--- src/rtl/ssvu_pkg.sv ---
// ssvu_pkg: shared types, constants and color functions for the stereo vu bar renderer
// no dependencies; imported by ssvu_lane, ssvu_merge and the top level
`default_nettype none

package ssvu_pkg;

  localparam int LEVEL_W = 16;
  localparam int CNT_W   = 6;
  localparam int COL_W   = 6;
  localparam int CH_W    = 8;
  localparam int IDX_W   = 2;

  // register indexes on the configuration port
  localparam logic [IDX_W-1:0] REG_SMOOTHING  = 2'd0;
  localparam logic [IDX_W-1:0] REG_COLOR_MODE = 2'd1;
  localparam logic [IDX_W-1:0] REG_BRIGHTNESS = 2'd2;

  // color schemes; the unused code falls back to solid green
  localparam logic [1:0] MODE_RAINBOW = 2'd0;
  localparam logic [1:0] MODE_HEAT    = 2'd1;
  localparam logic [1:0] MODE_GREEN   = 2'd2;

  localparam logic [7:0] BRIGHT_FULL = 8'd255;

  // smoothing lane status toward the column merge stage
  typedef struct packed {
    logic               busy;
    logic               done;
    logic [LEVEL_W-1:0] avg;
  } lane_stat_t;

  // heat gradient per column, {red, green, blue}
  localparam logic [23:0] HEAT_LUT [0:31] = '{
    24'h000040, 24'h0C0046, 24'h18004C, 24'h240052,
    24'h300058, 24'h3C005E, 24'h480064, 24'h54006A,
    24'h600070, 24'h6D0076, 24'h79007C, 24'h85007A,
    24'h91006E, 24'h9D0062, 24'hA90056, 24'hB5004A,
    24'hC1003E, 24'hCD0031, 24'hD90025, 24'hE50019,
    24'hF1000D, 24'hFD0001, 24'hFF1000, 24'hFF2200,
    24'hFF3400, 24'hFF4700, 24'hFF5900, 24'hFF6C00,
    24'hFF7E00, 24'hFF9000, 24'hFFA300, 24'hFFB500
  };

  // hsv rainbow, hue in sixteenths of a 60 degree sector, 3 per column
  function automatic logic [23:0] rainbow_rgb(input logic [4:0] c);
    logic [6:0]  h;
    logic [2:0]  sector;
    logic [4:0]  f;
    logic [4:0]  x16;
    logic [12:0] prod;
    logic [7:0]  x;
    h      = 7'(c) * 7'd3;
    sector = h[6:4];
    f      = h[4:0];
    x16    = (f >= 5'd16) ? 5'(6'd32 - 6'(f)) : f;
    prod   = 13'(x16) * 13'd255;
    x      = prod[11:4];
    case (sector)
      3'd0:    rainbow_rgb = {8'd255, x, 8'd0};
      3'd1:    rainbow_rgb = {x, 8'd255, 8'd0};
      3'd2:    rainbow_rgb = {8'd0, 8'd255, x};
      3'd3:    rainbow_rgb = {8'd0, x, 8'd255};
      3'd4:    rainbow_rgb = {x, 8'd0, 8'd255};
      default: rainbow_rgb = {8'd255, 8'd0, x};
    endcase
  endfunction

  // ch * br / 255 truncated, exact for 8 by 8 bit products
  function automatic logic [CH_W-1:0] scale_ch(input logic [CH_W-1:0] ch,
                                               input logic [CH_W-1:0] br);
    logic [15:0] p;
    logic [16:0] q;
    p        = 16'(ch) * 16'(br);
    q        = 17'(p) + 17'(p[15:8]) + 17'd1;
    scale_ch = q[15:8];
  endfunction

endpackage

`default_nettype wire

--- src/rtl/ssvu_lane.sv ---
// ssvu_lane: one smoothing lane, exponential average of one side's loudness
// depends on ssvu_pkg
`default_nettype none

module ssvu_lane (
  input  logic                         clk,
  input  logic                         rst_n,
  input  logic                         start,
  input  logic [ssvu_pkg::LEVEL_W-1:0] level,
  input  logic [ssvu_pkg::LEVEL_W-1:0] smoothing,
  output ssvu_pkg::lane_stat_t         stat
);
  import ssvu_pkg::*;

  logic [31:0]        prod_old_r, prod_old_nxt;
  logic [31:0]        prod_new_r, prod_new_nxt;
  logic [32:0]        prod_new_full;
  logic [16:0]        weight_new;
  logic [32:0]        sum;
  logic               p1_vld_r, p1_vld_nxt;
  logic               done_r, done_nxt;
  logic [LEVEL_W-1:0] avg_r, avg_nxt;

  // stage one: weight old average and new level
  always_comb begin
    weight_new    = 17'd65536 - 17'(smoothing);
    prod_new_full = 33'(level) * 33'(weight_new);
    prod_old_nxt  = start ? 32'(avg_r) * 32'(smoothing) : prod_old_r;
    prod_new_nxt  = start ? prod_new_full[31:0] : prod_new_r;
    p1_vld_nxt    = start;
  end

  // stage two: sum and keep the upper half as the new average
  always_comb begin
    sum      = 33'(prod_old_r) + 33'(prod_new_r);
    avg_nxt  = p1_vld_r ? sum[31:16] : avg_r;
    done_nxt = p1_vld_r;
  end

  always_ff @(posedge clk) begin
    prod_old_r <= prod_old_nxt;
    prod_new_r <= prod_new_nxt;
  end

  always_ff @(posedge clk) begin
    if (!rst_n) begin
      p1_vld_r <= 1'b0;
      done_r   <= 1'b0;
      avg_r    <= '0;
    end else begin
      p1_vld_r <= p1_vld_nxt;
      done_r   <= done_nxt;
      avg_r    <= avg_nxt;
    end
  end

  assign stat.busy = p1_vld_r | done_r;
  assign stat.done = done_r;
  assign stat.avg  = avg_r;

endmodule

`default_nettype wire

--- src/rtl/ssvu_merge.sv ---
// ssvu_merge: merges both lanes into lit counts and walks the columns, one result a cycle
// while out_ready is high; depends on ssvu_pkg; fed by two ssvu_lane instances
`default_nettype none

module ssvu_merge #(
  parameter int COLS_PER_SIDE = 32
) (
  input  logic                         clk,
  input  logic                         rst_n,
  input  ssvu_pkg::lane_stat_t         lane_l,
  input  ssvu_pkg::lane_stat_t         lane_r,
  input  logic [1:0]                   color_mode,
  input  logic [ssvu_pkg::CH_W-1:0]    brightness,
  output logic                         pend_busy,
  output logic                         out_valid,
  input  logic                         out_ready,
  output logic [ssvu_pkg::COL_W-1:0]   out_column,
  output logic [ssvu_pkg::CH_W-1:0]    out_red,
  output logic [ssvu_pkg::CH_W-1:0]    out_green,
  output logic [ssvu_pkg::CH_W-1:0]    out_blue,
  output logic                         out_final_column
);
  import ssvu_pkg::*;

  localparam int CW     = $clog2(2 * COLS_PER_SIDE);
  localparam int SIDE_W = (COLS_PER_SIDE > 1) ? $clog2(COLS_PER_SIDE) : 1;
  localparam logic [CW-1:0] LAST_COL = CW'(2 * COLS_PER_SIDE - 1);
  localparam logic [CW-1:0] SIDE_COLS = CW'(COLS_PER_SIDE);

  logic [21:0]      lprod, rprod;
  logic             pend_vld_r, pend_vld_nxt;
  logic [CNT_W-1:0] pend_l_r, pend_l_nxt, pend_r_r, pend_r_nxt;
  logic             act_r, act_nxt;
  logic [CW-1:0]    col_r, col_nxt;
  logic [CNT_W-1:0] lcnt_r, lcnt_nxt, rcnt_r, rcnt_nxt;
  logic             adv, emit, last, take;
  logic             is_right, lit;
  logic [CW-1:0]    c_full;
  logic [SIDE_W-1:0] c;
  logic [CNT_W-1:0] side_cnt;
  logic [23:0]      base_rgb, rgb;
  logic             out_vld_r, out_vld_nxt;
  logic [COL_W-1:0] col_out_r, col_out_nxt;
  logic [CH_W-1:0]  red_r, red_nxt, grn_r, grn_nxt, blu_r, blu_nxt;
  logic             fin_r, fin_nxt;

  // lit counts from the fresh averages, held until the column walk is free
  always_comb begin
    lprod = 22'(lane_l.avg) * 22'(COLS_PER_SIDE);
    rprod = 22'(lane_r.avg) * 22'(COLS_PER_SIDE);
  end

  // column walk control
  always_comb begin
    adv  = !out_vld_r || out_ready;
    emit = act_r && adv;
    last = (col_r == LAST_COL);
    take = pend_vld_r && (!act_r || (emit && last));

    pend_vld_nxt = pend_vld_r;
    pend_l_nxt   = pend_l_r;
    pend_r_nxt   = pend_r_r;
    if (take) begin
      pend_vld_nxt = 1'b0;
    end
    if (lane_l.done && lane_r.done) begin
      pend_vld_nxt = 1'b1;
      pend_l_nxt   = lprod[21:16];
      pend_r_nxt   = rprod[21:16];
    end

    act_nxt  = act_r;
    col_nxt  = col_r;
    lcnt_nxt = lcnt_r;
    rcnt_nxt = rcnt_r;
    if (emit) begin
      col_nxt = col_r + CW'(1);
      if (last) begin
        act_nxt = 1'b0;
      end
    end
    if (take) begin
      act_nxt  = 1'b1;
      col_nxt  = '0;
      lcnt_nxt = pend_l_r;
      rcnt_nxt = pend_r_r;
    end
  end

  // color of the current column
  always_comb begin
    is_right = (col_r >= SIDE_COLS);
    c_full   = is_right ? col_r - SIDE_COLS : col_r;
    c        = c_full[SIDE_W-1:0];
    side_cnt = is_right ? rcnt_r : lcnt_r;
    lit      = (CNT_W'(c) < side_cnt);
    case (color_mode)
      MODE_RAINBOW: base_rgb = rainbow_rgb(5'(c));
      MODE_HEAT:    base_rgb = HEAT_LUT[5'(c)];
      MODE_GREEN:   base_rgb = {8'd0, 8'd255, 8'd0};
      default:      base_rgb = {8'd0, 8'd255, 8'd0};
    endcase
    rgb = lit ? {scale_ch(base_rgb[23:16], brightness),
                 scale_ch(base_rgb[15:8], brightness),
                 scale_ch(base_rgb[7:0], brightness)} : 24'd0;
  end

  // output register, loads on every free slot
  always_comb begin
    out_vld_nxt = out_vld_r;
    col_out_nxt = col_out_r;
    red_nxt     = red_r;
    grn_nxt     = grn_r;
    blu_nxt     = blu_r;
    fin_nxt     = fin_r;
    if (adv) begin
      out_vld_nxt = emit;
    end
    if (emit) begin
      col_out_nxt = COL_W'(col_r);
      red_nxt     = rgb[23:16];
      grn_nxt     = rgb[15:8];
      blu_nxt     = rgb[7:0];
      fin_nxt     = last;
    end
  end

  always_ff @(posedge clk) begin
    pend_l_r  <= pend_l_nxt;
    pend_r_r  <= pend_r_nxt;
    lcnt_r    <= lcnt_nxt;
    rcnt_r    <= rcnt_nxt;
    col_out_r <= col_out_nxt;
    red_r     <= red_nxt;
    grn_r     <= grn_nxt;
    blu_r     <= blu_nxt;
    fin_r     <= fin_nxt;
  end

  always_ff @(posedge clk) begin
    if (!rst_n) begin
      pend_vld_r <= 1'b0;
      act_r      <= 1'b0;
      col_r      <= '0;
      out_vld_r  <= 1'b0;
    end else begin
      pend_vld_r <= pend_vld_nxt;
      act_r      <= act_nxt;
      col_r      <= col_nxt;
      out_vld_r  <= out_vld_nxt;
    end
  end

  assign pend_busy        = pend_vld_r;
  assign out_valid        = out_vld_r;
  assign out_column       = col_out_r;
  assign out_red          = red_r;
  assign out_green        = grn_r;
  assign out_blue         = blu_r;
  assign out_final_column = fin_r;

endmodule

`default_nettype wire

--- src/rtl/smoothed_stereo_vu_bar_render_top.sv ---
// smoothed_stereo_vu_bar_render_top: config registers, two smoothing lanes, column merge
// depends on ssvu_pkg, ssvu_lane and ssvu_merge
//
//   port group | direction | transfer condition
//   in_*       | input     | in_valid & in_ready, left and right loudness
//   out_*      | output    | out_valid & out_ready, one column color per transfer
//   cfg_*      | input     | cfg_wr_en high, no wait, no read-back
//
// each item yields 2*COLS_PER_SIDE results (64 at the default), one per cycle
// while out_ready is high; the column walk in ssvu_merge sets that rate.
// a result passes both lane stages, the pending slot, column walk and output register;
// the next item is taken while the current one is walked and waits in a pending slot.
// reset clears both averages and loads smoothing 0, solid green, brightness 255.
`default_nettype none

module smoothed_stereo_vu_bar_render_top #(
  parameter int COLS_PER_SIDE = 32
) (
  input  logic                        clk,
  input  logic                        rst_n,
  input  logic                        in_valid,
  output logic                        in_ready,
  input  logic [ssvu_pkg::LEVEL_W-1:0] in_left_level,
  input  logic [ssvu_pkg::LEVEL_W-1:0] in_right_level,
  output logic                        out_valid,
  input  logic                        out_ready,
  output logic [ssvu_pkg::COL_W-1:0]  out_column,
  output logic [ssvu_pkg::CH_W-1:0]   out_red,
  output logic [ssvu_pkg::CH_W-1:0]   out_green,
  output logic [ssvu_pkg::CH_W-1:0]   out_blue,
  output logic                        out_final_column,
  input  logic                        cfg_wr_en,
  input  logic [ssvu_pkg::IDX_W-1:0]  cfg_index,
  input  logic [ssvu_pkg::LEVEL_W-1:0] cfg_wdata
);
  import ssvu_pkg::*;

  logic [LEVEL_W-1:0] smoothing_r, smoothing_nxt;
  logic [1:0]         mode_r, mode_nxt;
  logic [CH_W-1:0]    bright_r, bright_nxt;
  lane_stat_t         lstat, rstat;
  logic               pend_busy;
  logic               in_xfer;

  // configuration writes, unknown indexes ignored
  always_comb begin
    smoothing_nxt = smoothing_r;
    mode_nxt      = mode_r;
    bright_nxt    = bright_r;
    if (cfg_wr_en) begin
      case (cfg_index)
        REG_SMOOTHING:  smoothing_nxt = cfg_wdata;
        REG_COLOR_MODE: mode_nxt      = cfg_wdata[1:0];
        REG_BRIGHTNESS: bright_nxt    = cfg_wdata[CH_W-1:0];
        default:        smoothing_nxt = smoothing_r;
      endcase
    end
  end

  always_ff @(posedge clk) begin
    if (!rst_n) begin
      smoothing_r <= '0;
      mode_r      <= MODE_GREEN;
      bright_r    <= BRIGHT_FULL;
    end else begin
      smoothing_r <= smoothing_nxt;
      mode_r      <= mode_nxt;
      bright_r    <= bright_nxt;
    end
  end

  // one item in the lanes or the pending slot at a time
  assign in_ready = !lstat.busy && !rstat.busy && !pend_busy;
  assign in_xfer  = in_valid && in_ready;

  ssvu_lane u_lane_l (
    .clk       (clk),
    .rst_n     (rst_n),
    .start     (in_xfer),
    .level     (in_left_level),
    .smoothing (smoothing_r),
    .stat      (lstat)
  );

  ssvu_lane u_lane_r (
    .clk       (clk),
    .rst_n     (rst_n),
    .start     (in_xfer),
    .level     (in_right_level),
    .smoothing (smoothing_r),
    .stat      (rstat)
  );

  ssvu_merge #(
    .COLS_PER_SIDE (COLS_PER_SIDE)
  ) u_merge (
    .clk              (clk),
    .rst_n            (rst_n),
    .lane_l           (lstat),
    .lane_r           (rstat),
    .color_mode       (mode_r),
    .brightness       (bright_r),
    .pend_busy        (pend_busy),
    .out_valid        (out_valid),
    .out_ready        (out_ready),
    .out_column       (out_column),
    .out_red          (out_red),
    .out_green        (out_green),
    .out_blue         (out_blue),
    .out_final_column (out_final_column)
  );

endmodule

`default_nettype wire

--- config.mk ---
export PLATFORM = sky130hd
export DESIGN_NAME = smoothed_stereo_vu_bar_render_top
export DESIGN_NICKNAME = d
export VERILOG_FILES = /design/src/rtl/ssvu_pkg.sv /design/src/rtl/ssvu_lane.sv /design/src/rtl/ssvu_merge.sv /design/src/rtl/smoothed_stereo_vu_bar_render_top.sv
export SDC_FILE = /design/constraint.sdc
export NUM_CORES = 2
export LEC_CHECK = 0
export BUFFER_PORTS_ARGS = -buffer_cell sky130_fd_sc_hd__buf_4
export CAP_MARGIN = 30
export CORE_MARGIN = 1
export CORE_UTILIZATION = 51
export CTS_CLUSTER_DIAMETER = 80
export CTS_CLUSTER_SIZE = 14
export DETAILED_ROUTE_END_ITERATION = 6
export GPL_ROUTABILITY_DRIVEN = 0
export HOLD_SLACK_MARGIN = 0.08
export PLACE_DENSITY = 0.64
export SETUP_SLACK_MARGIN = 0.1
export SYNTH_ARGS = -nofsm -noshare
export SYNTH_HDL_FRONTEND = slang
export SYNTH_SLANG_ARGS = --single-unit
--- constraint.sdc ---
create_clock -name clk -period 15.35 [get_ports clk]
set_input_delay 1.535 -clock clk [delete_from_list [all_inputs] [get_ports clk]]
set_output_delay 1.535 -clock clk [all_outputs]
set_load 0.1 [all_outputs]
Word level (Yosys, flattened, before mapping):

Memory sizes are Yosys's and may differ from the RTL's.
Index checks and enable logic that the tools add are counted.

* bits in registers: 248
* memory bits (read-only): 768
* input port bits: 55
* output and inout bits: 33
* logic and storage cells: 95
* memories: 1

Memories
* (name not given): depth 32, width 24, rd ports 1, clocked after Yosys merged registers in 0, write ports 0, RTL line ssvu_merge.sv:99 `MODE_HEAT: base_rgb = HEAT_LUT[5'(c)];`

* add/subtract/negate cells: 12
* multiply operators: 9
* order comparisons: 4
* equality and inequality tests: 8
* muxes and demuxes: 12
* bitwise logic cells: 3
* reductions and logical operators: 22

Operator list (count)
* 24-bit case mux with 5 select lines: 1
* 32-bit adder: 2
* 16-bit by 16-bit multiplier with 32-bit output: 2
* 16-bit by 17-bit multiplier with 32-bit output: 2
* 16-bit by 1-bit adder with 16-bit output (second input constant): 3
* 16-bit by 8-bit adder with 16-bit output: 3
* 8-bit by 8-bit multiplier with 16-bit output: 3
* 24-bit 2-to-1 mux: 2
* 24-bit case mux with 2 select lines: 1
* 17-bit by 16-bit subtractor with 17-bit output (first input constant): 1
* 5-bit 2-to-1 mux: 3
* 6-bit greater-or-equal comparator (second input constant): 2
* 5-bit by 8-bit multiplier with 12-bit output (second input constant): 1
* 2-bit AND reduction: 4
* 5-bit by 2-bit multiplier with 7-bit output (second input constant): 1
* 6-bit by 1-bit adder with 6-bit output (second input constant): 1
* 3-bit by 2-bit equality test with 1-bit output (second input constant): 2
* 6-bit equality test (second input constant): 1
* 5-bit by 6-bit < comparator with 1-bit output: 1
* 5-bit NOT with 6-bit output: 1
* 2-bit nonzero test: 3
* 5-bit greater-or-equal comparator (second input constant): 1
* 1-bit logical AND: 5
* 1-bit 2-to-1 mux: 5
* other kinds (13): 19

Logic depth before layout (Yosys ltp):

* depth in word-level cells: 11
* mapped depth: 49
* mapped depth without buffers: 47

Hierarchy:

Synthesis repeated with hierarchy kept, for this count alone.

* cell total of the unflattened synthesis: 6105
* area total of the unflattened synthesis: 55345.6 um^2

Modules (own cells, without submodules)
* ssvu_lane (u_lane_r): instances 1, cells an instance 2311, area each 21125.3 um^2, sequential area each 2282.2 um^2
* ssvu_lane (u_lane_l): instances 1, cells an instance 2290, area each 20948.8 um^2, sequential area each 2282.2 um^2
* ssvu_merge: instances 1, cells an instance 1387, area each 12145.4 um^2, sequential area each 1711.6 um^2
* smoothed_stereo_vu_bar_render_top: instances 1, cells an instance 117, area each 1126.1 um^2, sequential area each 520.5 um^2

Worst setup path after synthesis:

No wires, ideal clock.

* path kind: flip-flop to flip-flop
* from: reg u_merge.col_r[3]
* to: reg u_merge.red_r[6], in the netlist u_merge.out_red[6] (data pin)
* setup time: 146 ps
* arrival time: 11436 ps
* data required time: 15204 ps
* path slack: 3768 ps
* cell stages (with the launch flop): 47
* path buffers: 1
* period minus slack after synthesis: 11582 ps
* path through: dfxtp_1 > clkinv_1 > ha_1 > buf_6 > nand3_2 > and3_2 > or2_2 > nand2b_1 > xnor2_1 > fa_1 > inv_1 > fa_1 > inv_1 > fa_1 > inv_1 > ha_1 > or3b_1 > a2111oi_1 > (+11 left out) > fa_1 > inv_1 > fa_1 > inv_1 > ha_1 > o21a_1 > a2111oi_1 > nor2_1 > nor2_1 > nor2_1 > ha_1 > and3_2 > nand2_1 > o21ai_0 > nor4_1 > o41a_1 > or4_1 > a21oi_1

* longest elaborated chain between the ends: 11
* elaborated cells between the ends (all ways): 24
* classes of those cells: 4 x add/sub; 3 x mul; 3 x order compare; 4 x eq/ne; 7 x mux; 1 x bitwise; 1 x reduce/logical; 1 x memory

Ends and longest elaborated chain
* start: declaration: RTL line ssvu_merge.sv:34 `logic [CW-1:0] col_r, col_nxt;`
* start signal: assignment: RTL line ssvu_merge.sv:149 `col_r <= col_nxt;`
* 5-bit by 1-bit subtractor with 5-bit output or 6-bit greater-or-equal comparator (tied branches): RTL line ssvu_merge.sv:93, ssvu_merge.sv:92
* 5-bit 2-to-1 mux: RTL line ssvu_merge.sv:93 `c_full = is_right ? col_r - SIDE_COLS : col_r;`
* 5-bit by 2-bit multiplier with 7-bit output: RTL line ssvu_pkg.sv:52 `h = 7'(c) * 7'd3;`
* 1-bit by 5-bit subtractor with 5-bit output or 5-bit greater-or-equal comparator (tied branches): RTL line ssvu_pkg.sv:55 `x16 = (f >= 5'd16) ? 5'(6'd32 - 6'(f)) : f;`
* 5-bit 2-to-1 mux: RTL line ssvu_pkg.sv:55
* 5-bit by 8-bit multiplier with 12-bit output: RTL line ssvu_pkg.sv:56 `prod = 13'(x16) * 13'd255;`
* 24-bit case mux with 5 select lines: RTL line ssvu_pkg.sv:58 `case (sector)`
* 24-bit case mux with 2 select lines: RTL line ssvu_merge.sv:97 `case (color_mode)`
* 8-bit by 8-bit multiplier with 16-bit output: RTL line ssvu_pkg.sv:73 `p = 16'(ch) * 16'(br);`
* 16-bit by 8-bit adder with 16-bit output: RTL line ssvu_pkg.sv:74 `q = 17'(p) + 17'(p[15:8]) + 17'd1;`
* 16-bit by 1-bit adder with 16-bit output: RTL line ssvu_pkg.sv:74
* end signal: assignment: RTL line ssvu_merge.sv:134 `red_r <= red_nxt;`
* end: declaration: RTL line ssvu_merge.sv:44 `logic [CH_W-1:0] red_r, red_nxt, grn_r, grn_nxt, blu_r, blu_nxt;`

Several ways; a longest one is shown, not always the timed one. The select of a mux whose other input is x is not followed.
A chain may end at the register's enable or synchronous reset.

Worst setup path after layout:

* from: reg u_merge.col_r[2]
* to: reg u_merge.red_r[6], in the netlist u_merge.out_red[6] (data pin)

Same word-level chain as after synthesis.

==> flow_metrics.py <==
metrics = {
    "route": {
        "drc": 36,
        "drt-initial-drc-count": 2331,
        "wl_per_cell_um": 18.2,
        "wl_um": 133000,
        "vias": 39600,
        "viasPerCell": 5.41,
        "drtPass1Iterations": 7,
        "antenna_left": 0,
    },
    "setup_path": {
        "start_kind": "flop",
        "crit_type": "reg -> reg",
        "required_ps": 15810,
        "cp_slowest_stage_delay_ps": 850,
        "critPathArrivalTime_ps": 14000,
        "endpoint_kind": "flop",
        "cp_max_fo": 26,
        "critPathSlowestCell": "dfxtp_1",
    },
    "floorplan": {
        "die_y_um": 328,
        "core_um2": 105000,
        "io_pins": 88,
        "start_util": 0.514,
        "die_width_um": 328,
        "dieArea_um2": 108000,
        "num_rows": 119,
    },
    "pwr": {
        "finalPower_mw": 11.6,
        "ir_worst_vdd_mv": 0.306,
        "power_leakage_nw": 27.7,
        "p_per_area_nw_per_um2": 204,
    },
    "clocking": {
        "hold_buffers": 0,
        "post_cts_resized": 0,
        "clk_latency_ps": 610,
        "root_buffer": "clkbuf_16",
        "cts_tree": "yes",
        "cts_buffers": 25,
        "h-tree-depth": 1,
        "cts.sinks": 248,
        "cts.clk_slew.worst_paths_ps": 70,
        "cts_buffer_depth": 3,
        "postCtsSetupBuffers": 0,
    },
    "layout": {
        "n_fill_cell": 9717,
        "fin_nets": 7524,
        "regArea_um2": 6760,
        "drive_above_1_share": 0.0453,
        "multiInputGateArea_um2": 42300,
        "syn_to_final_growth_pct": 5.24,
    },
    "timing": {
        "period_share": 0.882,
        "finalHoldViolCount": 0,
        "fmax_mhz": 73.9,
        "hold_ws_ps": 413,
        "finalSetupViolCount": 0,
        "slew_violations": 0,
        "max_slew_margin": 0.305,
        "grt_setup_unrepaired": "false",
        "skew_ps": 25.5,
        "worstMarginPinSlew_ps": 1020,
        "setup_tns_ps": 0,
        "min_period_ps": 13530,
    },
    "placed_design": {
        "dp_hpwl_um": 103000,
        "portBuffers": 87,
    },
    "logic_synthesis": {
        "synth_seq_area_share": 0.125,
        "synth_top_cell_by_area": "fa_1",
        "synth_area_leaders": "fa_1, ha_1, edfxtp_1, inv_1, nand2_1",
        "async_reset_ff_frac": 0,
        "syn_area_per_cell_um2": 9.05,
        "ys_types": 100,
        "synth_flop_cell": "edfxtp_1",
        "synth-edff-count": 179,
        "synth_top_area_share": 0.340,
        "synthCells": 5992,
        "synth_fp_nets": 7600,
        "yosys_warnings": 0,
        "synth_area_um2": 54200,
        "ys_ff_latch": 248,
    },
    "grt": {
        "grt_usage": 0.258,
        "top_usage_layer": "met2",
        "antenna_found_initial": 1,
        "grt_start_max_net_pins": 66,
        "grt_pass1_vias": 41600,
        "met1_usage": 0.351,
        "gr-usage-met3": 0.0253,
        "gr-total-overflow": 0,
        "use_met2": 0.438,
        "grt_pass1_wl_um": 221000,
    },
    "min_path": {
        "hold_class": "reg -> reg",
    },
    "status": {
        "status": "finished, violations left",
        "violations": "DRC",
    },
    "run": {
        "cap_viol_max_count": 0,
    },
}
-- critical path, delay by kind of cell, from the launching register on --
kind,cells,cell delay [ps]
buf+inv,8,860
simple gates,12,2640
xor+xnor,2,410
flops,1,850
fa+ha+maj,11,5130
compound gates,11,3450
-- logic make-up after synthesis --
group | after synthesis | share of synthesized area
buffers and inverters | 1389 | 0.0970
AOI/OAI and AO/OA | 659 | 0.0799
and+or+nand+nor | 1895 | 0.171
adders and majority gates | 1553 | 0.486
DFF | 248 | 0.125
muxes | 33 | 0.00616
xor gates and xnor gates | 215 | 0.0355
-- path summary, 6_finish.rpt --
| check | from | end | depth (start not counted) | slack, ps |
|---|---|---|---|---|
| worst min-delay path | u_merge.pend_r_r[1] | u_merge.rcnt_r[1] | 0 | 410 |
| worst min register to register | u_merge.pend_r_r[1] | u_merge.rcnt_r[1] | 0 | 410 |
| worst max register to register | u_merge.col_r[2] | u_merge.out_red[6] | 44 | 1820 |
| worst max-delay path | u_merge.col_r[2] | u_merge.out_red[6] | 44 | 1820 |
-- sequential cells by signal (all words and copies together), names as in the netlist, 2 cells and up --
signal	flops
u_lane_l.prod_old_r	32
u_merge.pend_r_r	5
u_lane_l.prod_new_r	32
mode_r	2
u_merge.out_green	8
u_merge.pend_l_r	5
u_lane_r.prod_old_r	32
u_lane_l.avg_r	16
u_merge.out_red	8
u_lane_r.prod_new_r	32
u_merge.lcnt_r	5
bright_r	8
u_merge.col_r	6
u_merge.rcnt_r	5
smoothing_r	16
u_merge.out_column	6
u_merge.out_blue	8
u_lane_r.avg_r	16
-- per-stage QoR --
| step | util | setup slack (ps) | cell area, um2 | std cells |
|---|---|---|---|---|
| floorplan | - | 3770 | 54200 | 5992 |
| global placement | 0.533 | 2230 | 56200 | 7278 |
| detailed placement | 0.534 | 1900 | 56300 | 7280 |
| CTS | 0.541 | 1870 | 57100 | 7326 |
| global route | 0.541 | 839 | 57100 | 7327 |
| finish | 0.541 | 1820 | 57100 | 7328 |
-- cells in the mapped netlist, drive strengths merged, types with 5 or more instances --
library cell,instances
o31ai,16
and2,484
nand3,67
a21oi,184
nand2b,43
o211ai,17
buf,24
ha,633
nor2,182
clkbuf,236
o2111ai,6
dfxtp,69
inv,1127
xnor2,143
a2111oi,11
or3b,5
xor2,70
nand2,839
or2,25
a311oi,7
nor4,10
a31oi,21
mux2i,30
nand4,12
a31o,8
a311o,5
edfxtp,179
o21a,55
o21ai,120
a211oi,25
and4,5
nor3,48
nor3b,10
fa,920
or3,23
nor2b,93
a21boi,23
and3,17
nand3b,13
o21bai,27
or4,14
a21o,88
-- cell type report --
class	instances	area share
multi-input cells	4355	0.742
flip-flops and latches	248	0.118
well taps	1391	0.0305
clock inverters	10	0.00208
clock buffers	36	0.0121
repair buffers	157	0.0207
diodes	2	0.0000877
inverters	1129	0.0743
-- per-layer routing --
metal	up-vias	wire length [um]	part of all wire
li1	18500	-	-
met1	19900	58700	0.44
met2	1023	63900	0.48
met3	171	7260	0.054
met4	0	3480	0.026
met5	-	0	0
-- power by group --
group	total, mW	switching [mW]	internal (mW)
sequential	1.41	0.118	1.30
clock	0.637	0.300	0.337
combinational	9.59	5.50	4.09
-- cells in the final DEF, fill, tap and decap left out, drive strengths merged, types with 25 or more instances in the layout --
cell type | Yosys | layout
nand3 | 67 | 67
nor2b | 93 | 93
edfxtp | 179 | 179
o21a | 55 | 55
nand2 | 839 | 839
o21ai | 120 | 120
dfxtp | 69 | 69
fa | 920 | 920
xnor2 | 143 | 143
clkbuf | 236 | 36
ha | 633 | 633
a211oi | 25 | 25
a21o | 88 | 88
nor2 | 182 | 182
xor2 | 70 | 70
nand2b | 43 | 43
buf | 24 | 157
o21bai | 27 | 27
and2 | 484 | 484
inv | 1127 | 1132
or2 | 25 | 25
a21oi | 184 | 184
mux2i | 30 | 30
nor3 | 48 | 48
Power figures use the tool's default switching activity.
